<file path="config.mk">
export PLATFORM = sky130hd
export DESIGN_NAME = dpfa_frame_map
export DESIGN_NICKNAME = d
export VERILOG_FILES = /design/src/rtl/core/dpfa_pkg.sv /design/src/rtl/core/dpfa_frame_map.sv
export SDC_FILE = /design/constraint.sdc
export NUM_CORES = 1
export LEC_CHECK = 0
export ABC_CLOCK_PERIOD_IN_PS = 1900
export BUFFER_PORTS_ARGS = -buffer_cell sky130_fd_sc_hd__buf_4
export CORE_MARGIN = 5
export CORE_UTILIZATION = 60
export CTS_BUF_LIST = sky130_fd_sc_hd__clkbuf_8
export DETAILED_ROUTE_END_ITERATION = 16
export PLACE_DENSITY = 0.89
export SYNTH_ARGS = -nofsm -noshare
export SYNTH_HDL_FRONTEND = slang
export SYNTH_SLANG_ARGS = --single-unit
export TNS_END_PERCENT = 5
</file>
<file path="constraint.sdc">
create_clock -name clk -period 1.9 [get_ports clk]
set_input_delay 0.19 -clock clk [delete_from_list [all_inputs] [get_ports clk]]
set_output_delay 0.19 -clock clk [all_outputs]
set_load 0.05 [all_outputs]
</file>
<file path="src/rtl/core/dpfa_pkg.sv">
package dpfa_pkg;

    localparam int FRAME_W   = 8;
    localparam int GRP_SIZE  = 16;
    localparam int GRP_W     = 4;
    localparam int CFG_IDX_W = 2;

    localparam logic [CFG_IDX_W-1:0] CFG_PHYS_FRAMES  = 2'd0;
    localparam logic [CFG_IDX_W-1:0] CFG_TABLE_FRAMES = 2'd1;
    localparam logic [CFG_IDX_W-1:0] CFG_TABLE_PROCS  = 2'd2;

    localparam logic [1:0] STATUS_HIT    = 2'd0;
    localparam logic [1:0] STATUS_FAULT  = 2'd1;
    localparam logic [1:0] STATUS_NOFREE = 2'd2;

    typedef struct packed {
        logic               found;
        logic [FRAME_W-1:0] frame;
    } free_t;

endpackage

</file>
<file path="src/rtl/core/dpfa_frame_map.sv">
module dpfa_frame_map #(
    parameter int MAX_FRAMES = 256
) (
    input  logic                         clk,
    input  logic                         rst_n,
    input  logic                         take_en,
    input  logic [dpfa_pkg::FRAME_W-1:0] take_frame,
    input  logic [8:0]                   phys_frames,
    input  logic [8:0]                   table_frames,
    input  logic [4:0]                   table_procs,
    output dpfa_pkg::free_t              free
);
    import dpfa_pkg::*;

    localparam int NGRP = (MAX_FRAMES + GRP_SIZE - 1) / GRP_SIZE;
    localparam int NPAD = NGRP * GRP_SIZE;
    localparam int FI_W = $clog2(MAX_FRAMES);

    logic [MAX_FRAMES-1:0] taken_reg;
    logic [NPAD-1:0]       taken_pad;
    logic [NPAD-1:0]       free_bits;
    logic [13:0]           reserved;
    logic [NGRP-1:0]       grp_any_reg;
    logic [NGRP-1:0]       grp_any_next;
    logic [GRP_W-1:0]      grp_low_reg  [NGRP];
    logic [GRP_W-1:0]      grp_low_next [NGRP];

    assign reserved = 14'(table_frames) * 14'(table_procs);

    always_comb
    begin
        taken_pad = '1;
        taken_pad[MAX_FRAMES-1:0] = taken_reg;
        for (int i = 0; i < NPAD; i++)
        begin
            free_bits[i] = !taken_pad[i] && (14'(i) >= reserved) && (9'(i) < phys_frames);
        end
    end

    // First stage: lowest free frame inside each group of sixteen.
    always_comb
    begin
        for (int g = 0; g < NGRP; g++)
        begin
            grp_any_next[g] = |free_bits[g*GRP_SIZE +: GRP_SIZE];
            grp_low_next[g] = '0;
            for (int j = GRP_SIZE - 1; j >= 0; j--)
            begin
                if (free_bits[g*GRP_SIZE + j])
                begin
                    grp_low_next[g] = GRP_W'(j);
                end
            end
        end
    end

    always_ff @(posedge clk or negedge rst_n)
    begin
        if (!rst_n)
        begin
            taken_reg   <= '0;
            grp_any_reg <= '0;
            for (int g = 0; g < NGRP; g++)
            begin
                grp_low_reg[g] <= '0;
            end
        end
        else
        begin
            if (take_en)
            begin
                taken_reg[take_frame[FI_W-1:0]] <= 1'b1;
            end
            grp_any_reg <= grp_any_next;
            for (int g = 0; g < NGRP; g++)
            begin
                grp_low_reg[g] <= grp_low_next[g];
            end
        end
    end

    // Second stage: lowest group that holds a free frame.
    always_comb
    begin
        free.found = 1'b0;
        free.frame = '0;
        for (int g = NGRP - 1; g >= 0; g--)
        begin
            if (grp_any_reg[g])
            begin
                free.found = 1'b1;
                free.frame = FRAME_W'(g * GRP_SIZE) | FRAME_W'(grp_low_reg[g]);
            end
        end
    end

endmodule

</file>
==> results of run 1 <==
-- repair_timing --
action	CTS
setup buffers	26
hold endpoints to repair	348
hold buffers	9
pin swaps	95
setup endpoints to repair	89
gates resized for setup	317
cloned	1
-- per-layer routing --
layer	overflow	track usage
met1	97	0.839
met3	94	0.855
met2	260	0.957
met4	213	0.890
met5	18	0.750
-- per-stage QoR --
| step | utilization | hold slack (ps) | instances |
|---|---|---|---|
| 2_1_floorplan | - | -106 | 2697 |
| 3_3_place_gp | 0.778 | 106 | 3775 |
| 3_5_place_dp | 0.778 | 110 | 3775 |
| 4_1_cts | 0.846 | 12.0 | 3895 |
-- cell families after synthesis --
| group | share of synthesized area |
|---|---|
| AOI/OAI and AO/OA | 0.361 |
| DFF | 0.376 |
| adders and majority gates | 0.0311 |
| and+or+nand+nor | 0.180 |
| buffers and inverters | 0.0462 |
| xor gates and xnor gates | 0.00442 |
| muxes | 0.00134 |
==> impl_metrics.py, run 1 <==
metrics = {
    "synth": {
        "synth_common_cells": "336 x dfrtp_1, 293 x a21oi_1, 268 x nand2_1",
        "yosysSeqAreaShare": 0.376,
        "synth-main-ff-cell": "dfrtp_1",
        "synth_edf_count": 0,
        "yosysTopAreaCell": "dfrtp_1",
        "synthTopCellsByArea": "dfrtp_1 38%, o21bai_1 7.4%, a21oi_1 6.6%",
        "synth-seq-cells": 336,
        "syn_avg_cell_area_um2": 8.29,
        "synthCells": 2697,
        "synth_area_um2": 22400,
        "yosysUniqueCellTypes": 102,
        "ys_warn_count": 0,
        "synth_top_area_frac": 0.376,
        "syn_nets": 2774,
        "async_flop_share": 1.00,
        "yosysMostFrequentCell": "dfrtp_1",
    },
    "global_route": {
        "grt_use_total": 0.881,
        "grt_max_degree": 75,
        "grt_overflow": 682,
        "grt_pass1_vias": 39414,
        "grt_pass1_wl_um": 273000,
    },
    "clock_network": {
        "cts.sinks": 336,
        "cts_made_buffers": 53,
        "cts_buffer_depth": 3,
        "cts-root-buf": "clkbuf_8",
        "h-tree-depth": 2,
    },
    "placed_design": {
        "dpl_worst_slack_ps": -3510,
        "io_buffers": 42,
        "place_hpwl_um": 90800,
        "place_area_um2": 28500,
        "gp_congestion": 1.47,
    },
    "run_status": {
        "error_line": "[ERROR GRT-0116] Global routing finished with congestion. Check the congestion regions in the DRC Viewer.",
        "haltStage": "global routing",
        "run_status": "stopped before the end",
    },
    "floorplan": {
        "row_count": 70,
        "ioPinCount": 43,
        "die_w_um": 203,
        "fp.dieH_um": 203,
        "initial_core_util": 0.610,
    },
}
==> run 2, diff against run 1 <==
Settings changed: ABC_CLOCK_PERIOD_IN_PS 1900 to 2500, CORE_UTILIZATION 60 to 40, CTS_BUF_LIST sky130_fd_sc_hd__clkbuf_8 to default, PLACE_DENSITY 0.89 to default, PLACE_DENSITY_LB_ADDON from default to 0.15.
Clock period 1.9 ns to 2.5 ns, I/O delays scaled along.
==> impl_metrics.py, run 2 <==
metrics = {
    "timing": {
        "setup_viol": 86,
        "setup_slack_ps": -1950,
        "fin_skew_ps": 23.1,
        "hold_viol_final": 0,
        "timing.slew.headroom": 0.304,
        "fmax_ghz": 0.225,
        "fin_crit_sh": 1.78,
        "fin_crit_ps": 4450,
        "rsz0062_at_grt": "true",
        "drv_slew": 0,
        "whs_ps": 66.6,
        "tightest_slew_ps": 1040,
    },
    "detailed_routing": {
        "routed_wl_um": 138000,
        "met3_length_um": 19900,
        "drt-initial-drc-count": 3813,
        "ant_nets": 0,
        "drt-vias-per-instance": 6.39,
        "drc": 0,
        "first_pass_iters": 7,
        "wl_met2_um": 53500,
        "met1Wirelength_um": 55000,
        "wl_per_cell_um": 32.2,
        "vias": 27449,
        "routed.top_layer": "met5",
    },
    "pwr": {
        "switching_power_mw": 17.1,
        "p_leak_nw": 15.2,
        "p_int_mw": 19.6,
        "peakVddDrop_v": 0.00117,
        "swShare": 0.467,
        "power_density_nw_per_um2": 1110,
        "clkPwrFrac": 0.164,
        "p_seq_frac": 0.180,
        "pwr-share-comb": 0.656,
    },
    "cells_and_area": {
        "final_nets": 3590,
        "n_fill_cell": 5013,
        "area_growth_pct": 47.2,
        "drive_gt1_frac": 0.363,
        "most-common-layout-cells": "860 x buf_4, 333 x dfrtp_1, 268 x a21oi_1",
        "largest_reg_flops": 256,
        "layout_commonest_cell": "buf_4",
    },
    "run_status": {
        "run_status": "finished, violations left",
        "violations": "negative setup slack",
    },
    "setup_path": {
        "crit_path_end_kind": "flip-flop",
        "critPathArrivalTime_ps": 4900,
        "critPathKind": "in2reg",
        "reg2regPathDepth": 10,
        "r2r_end": "grp_low_reg[29]",
        "cp-start-kind": "primary input",
        "r2r_slack_ps": 30,
        "cp.required_ps": 2940,
        "rr_startpoint": "taken_pad[143]",
        "critical_path_peak_fanout": 8,
        "crit_start": "table_procs[2]",
    },
    "worst_hold_path": {
        "hold_class": "in2reg",
        "holdPathStages": 2,
        "hold_end": "taken_pad[223]",
        "hold_path.startpoint": "take_frame[7]",
    },
    "synth": {
        "synth_common_cells": "336 x dfrtp_1, 293 x a21oi_1, 268 x nand2_1",
        "synth_area_um2": 22400,
        "yosysSeqAreaShare": 0.376,
        "syn_nets": 2774,
        "yosysUniqueCellTypes": 102,
        "async_flop_share": 1.00,
        "syn_avg_cell_area_um2": 8.29,
        "synth_top_area_frac": 0.376,
        "synth_edf_count": 0,
        "yosysTopAreaCell": "dfrtp_1",
        "yosysMostFrequentCell": "dfrtp_1",
        "synthCells": 2697,
        "ys_warn_count": 0,
        "synth-main-ff-cell": "dfrtp_1",
        "synthTopCellsByArea": "dfrtp_1 38%, o21bai_1 7.4%, a21oi_1 6.6%",
        "synth-seq-cells": 336,
    },
    "placed_design": {
        "gp_congestion": 1.15,
        "place_hpwl_um": 110000,
        "dpl_worst_slack_ps": -3070,
        "io_buffers": 42,
    },
    "clock_network": {
        "cts_buffer_depth": 3,
        "cts.sinks": 336,
        "insertion_delay_ps": 580,
        "cts-root-buf": "clkbuf_16",
        "cts_made_buffers": 41,
        "clk_pin_slew_ps": 60,
        "h-tree-depth": 2,
        "cts_tree": "yes",
    },
    "floorplan": {
        "row_count": 86,
        "ioPinCount": 43,
        "coreArea_um2": 55200,
        "dieArea_um2": 60700,
        "initial_core_util": 0.405,
        "die_w_um": 246,
        "fp.dieH_um": 246,
    },
    "global_route": {
        "grt_max_degree": 77,
        "grt_overflow": 0,
        "grt_pass1_vias": 26361,
        "grt_use_total": 0.441,
        "grt_pass1_wl_um": 193000,
        "antenna_found_initial": 4,
    },
    "run": {
        "maxCapViolations": 0,
    },
}
run 2: cell counts after synthesis:
No cell type changed its count.
run 2: logic make-up (layout without fill, tap and decap cells):
logic type | count (synthesis) | after routing | share of synthesized area
buf+inv | 242 | 1089 | 0.0462
simple gates | 846 | 846 | 0.180
mux | 3 | 3 | 0.00134
fa+ha+maj | 43 | 43 | 0.0311
other cells | 0 | 1 | 0
compound gates | 1220 | 1220 | 0.361
xor+xnor | 7 | 7 | 0.00442
flops | 336 | 336 | 0.376
run 2: power by group through the flow:
stage | Combinational (mW) | Sequential, mW | Clock (mW)
floorplan | 9.46 | 6.30 | 0
global placement | 20.6 | 6.63 | 0
detailed placement | 20.7 | 6.64 | 0
CTS | 22.4 | 6.56 | 6.04
global route | 24.9 | 6.62 | 6.23
finish | 24.1 | 6.61 | 6.00
run 2: metal layers:
| layer | global-route usage | vias to the layer above |
|---|---|---|
| met5 | 0 | - |
| met4 | 0.223 | 2 |
| met3 | 0.187 | 459 |
| met2 | 0.605 | 2066 |
| met1 | 0.591 | 13368 |
| li1 | - | 11554 |
run 2: worst max path at each step:
stage                                  to  slack, ps  cells past startpoint
final                     grp_low_reg[47]      -1950                     22
after global placement    grp_low_reg[29]      -3180                     19
after detailed placement  grp_low_reg[29]      -3070                     19
after floorplan           grp_low_reg[52]      -2000                     20
after CTS                 grp_low_reg[16]      -1880                     21
after global routing      grp_low_reg[20]      -2100                     22
run 2: repair_timing:
item,CTS,global route
hold buffers,1,0
resized for setup,262,106
pin swaps,72,59
gates cloned,1,0
hold endpoints to repair,51,0
setup endpoints to repair,89,88
buffers inserted,30,9
run 2: through the flow:
| stage | TNS, ps | utilization | area, um2 | total power [mW] | cells |
|---|---|---|---|---|---|
| final | -143280 | 0.596 | 32900 | 36.7 | 4293 |
| after global routing | -154540 | 0.596 | 32900 | 37.7 | 4292 |
| after CTS | -138340 | 0.588 | 32400 | 35.0 | 4284 |
| after detailed placement | -208840 | 0.541 | 29900 | 27.3 | 4180 |
| after global placement | -206410 | 0.541 | 29900 | 27.2 | 4180 |
| after floorplan | -140400 | - | 22500 | 15.8 | 2697 |
run 2: cell type report:
| type | count | area [um2] | area share |
|---|---|---|---|
| tap | 748 | 936 | 0.0284 |
| sequential | 336 | 8410 | 0.256 |
| clock buffer | 57 | 1180 | 0.0358 |
| clock inverter | 17 | 136 | 0.00414 |
| inverter | 70 | 263 | 0.00798 |
| multi-input combinational | 2119 | 14200 | 0.432 |
| antenna | 1 | 2.50 | 0.0000760 |
| timing repair buffer | 945 | 7770 | 0.236 |
run 2: critical path, cell delays in order:
cell and delay [ps]:
buf_8 110, and2_4 150, fa_1 490, fa_1 510, inv_1 60, fa_1 500, inv_2 50, ha_4 290
inv_2 40, buf_4 140, nor3_2 230, nor2_2 90, buf_12 150, buf_4 150, nor2_2 140, buf_4 170
nand2_1 140, a221o_1 460, a31oi_2 350, or2_1 190, a31oi_2 50, buf_4 180
Note: power is estimated with default switching activity, not from simulation.
==> run 3, diff against run 2 <==
Settings changed: SKIP_LAST_GASP from default to 1.
==> impl_metrics.py, run 3 (synthesis results as in run 2) <==
metrics = {
    "global_route": {
        "grt_max_degree": 77,
        "grt_use_total": 0.440,
        "grt_pass1_wl_um": 192000,
        "antenna_found_initial": 5,
        "grt_pass1_vias": 26293,
        "grt_overflow": 0,
    },
    "placed_design": {
        "gp_congestion": 1.15,
        "io_buffers": 42,
        "place_hpwl_um": 110000,
        "dp_cells": 4180,
    },
    "pwr": {
        "pwr-share-comb": 0.653,
        "p_leak_nw": 15.2,
        "p_int_mw": 19.4,
        "switching_power_mw": 17.0,
        "power.total_mw": 36.4,
        "power_density_nw_per_um2": 1120,
        "peakVddDrop_v": 0.00108,
        "swShare": 0.467,
        "p_seq_frac": 0.181,
        "clkPwrFrac": 0.166,
    },
    "cells_and_area": {
        "drive_gt1_frac": 0.345,
        "most-common-layout-cells": "877 x buf_4, 336 x dfrtp_1, 273 x a21oi_1",
        "n_fill_cell": 5040,
        "largest_reg_flops": 256,
        "final_nets": 3596,
        "seq_area_um2": 8410,
        "layout_commonest_cell": "buf_4",
        "multi_input_area_um2": 13900,
        "final_cells": 4305,
        "area_growth_pct": 45.7,
    },
    "detailed_routing": {
        "drt-initial-drc-count": 3966,
        "drc": 0,
        "routed_wl_um": 138000,
        "ant_nets": 0,
        "first_pass_iters": 7,
        "drt-vias-per-instance": 6.42,
        "wl_per_cell_um": 32.1,
        "vias": 27646,
    },
    "timing": {
        "fin_crit_sh": 1.80,
        "timing.slew.headroom": 0.257,
        "fin_crit_ps": 4500,
        "setup_viol": 89,
        "drv_slew": 0,
        "hold_viol_final": 0,
        "rsz0062_at_grt": "true",
        "tightest_slew_ps": 1110,
        "setup_slack_ps": -2000,
        "fin_skew_ps": 22.5,
        "fmax_ghz": 0.222,
    },
    "floorplan": {
        "initial_core_util": 0.405,
        "coreArea_um2": 55200,
        "row_count": 86,
        "die_w_um": 246,
        "ioPinCount": 43,
        "dieArea_um2": 60700,
        "fp.dieH_um": 246,
    },
    "clock_network": {
        "cts.sinks": 336,
        "cts_tree": "yes",
        "cts-root-buf": "clkbuf_16",
        "h-tree-depth": 2,
        "cts_made_buffers": 41,
        "insertion_delay_ps": 580,
        "clk_pin_slew_ps": 60,
        "cts_buffer_depth": 3,
    },
    "setup_path": {
        "crit_path_end_kind": "flip-flop",
        "cp.required_ps": 2900,
        "critPathKind": "in2reg",
        "cp-start-kind": "primary input",
        "critical_path_peak_fanout": 6,
        "critPathArrivalTime_ps": 4900,
    },
    "worst_hold_path": {
        "hold_class": "in2reg",
    },
    "run_status": {
        "run_status": "finished, violations left",
        "violations": "negative setup slack",
    },
    "run": {
        "maxCapViolations": 0,
    },
}
[run 3: path summary, 6_finish.rpt]
| kind | depth (start not counted) | slack (ps) | to | from |
|---|---|---|---|---|
| min in group asynchronous | 2 | 210 | taken_pad[196] | rst_n |
| max in group asynchronous | 3 | 1410 | grp_any_reg[5] | rst_n |
| setup / recovery | 20 | -2000 | grp_low_reg[45] | table_procs[2] |
| hold / removal | 2 | 70 | taken_pad[223] | take_frame[7] |
| setup reg to reg | 10 | -140 | grp_low_reg[29] | taken_pad[143] |
| hold reg to reg | 1 | 480 | taken_pad[250] | taken_pad[250] |
[run 3: cell type report]
cell class                 instances  share of cell area
clock inverter                    17             0.00419
clock buffer                      57              0.0361
tap                              748              0.0287
multi-input combinational       2120               0.426
sequential                       336               0.258
timing repair buffer             950               0.239
inverter                          70             0.00806
antenna                            7            0.000538
[run 3: through the flow]
| step | utilization | hold slack [ps] | worst slack, ps | cell area, um2 | TNS, ps |
|---|---|---|---|---|---|
| after global routing | 0.590 | 69.3 | -2130 | 32600 | -164240 |
| after detailed placement | 0.541 | 226 | -3070 | 29900 | -208840 |
| after CTS | 0.579 | 48.1 | -1920 | 32000 | -149020 |
| after floorplan | - | -45.6 | -2000 | 22500 | -140400 |
| final | 0.590 | 65.5 | -2000 | 32600 | -150910 |
| after global placement | 0.541 | 229 | -3180 | 29900 | -206410 |
[run 3: worst max-delay path: stages]
cell     delay, ps
buf_8          110
and2_4         150
fa_1           490
fa_1           510
inv_1           50
fa_1           500
inv_2           50
ha_4           290
inv_2           50
or3_4          420
a21oi_4        180
buf_6          150
o21ai_0        150
a221o_1        410
buf_4          140
nor2_1         250
o21ai_0        190
a21oi_1        190
nor4_1          70
o22a_1         290
[run 3: repair_timing]
item / 4_1_cts / 5_1_grt
endpoints found under the setup margin: 89 / 89
pin swaps: 49 / 44
resized for setup: 120 / 116
hold buffers: 1 / 0
setup buffers: 30 / 13
hold endpoints to repair: 51 / 0
cloned: 1 / 1
[run 3: metal layers]
metal | routed length, um | up-vias | part of all wire | global-route usage
li1 | - | 11585 | - | -
met1 | 54700 | 13443 | 0.40 | 0.590
met2 | 53500 | 2134 | 0.39 | 0.602
met3 | 20200 | 482 | 0.15 | 0.188
met4 | 9860 | 2 | 0.071 | 0.224
met5 | 10 | - | 0.000072 | 0
[run 3: power by group through the flow]
stage / clock network (mW) / logic, mW / registers, mW
floorplan: 0 / 9.46 / 6.30
detailed placement: 0 / 20.7 / 6.64
finish: 6.03 / 23.8 / 6.60
global placement: 0 / 20.6 / 6.63
CTS: 6.04 / 21.7 / 6.55
global route: 6.23 / 24.6 / 6.61
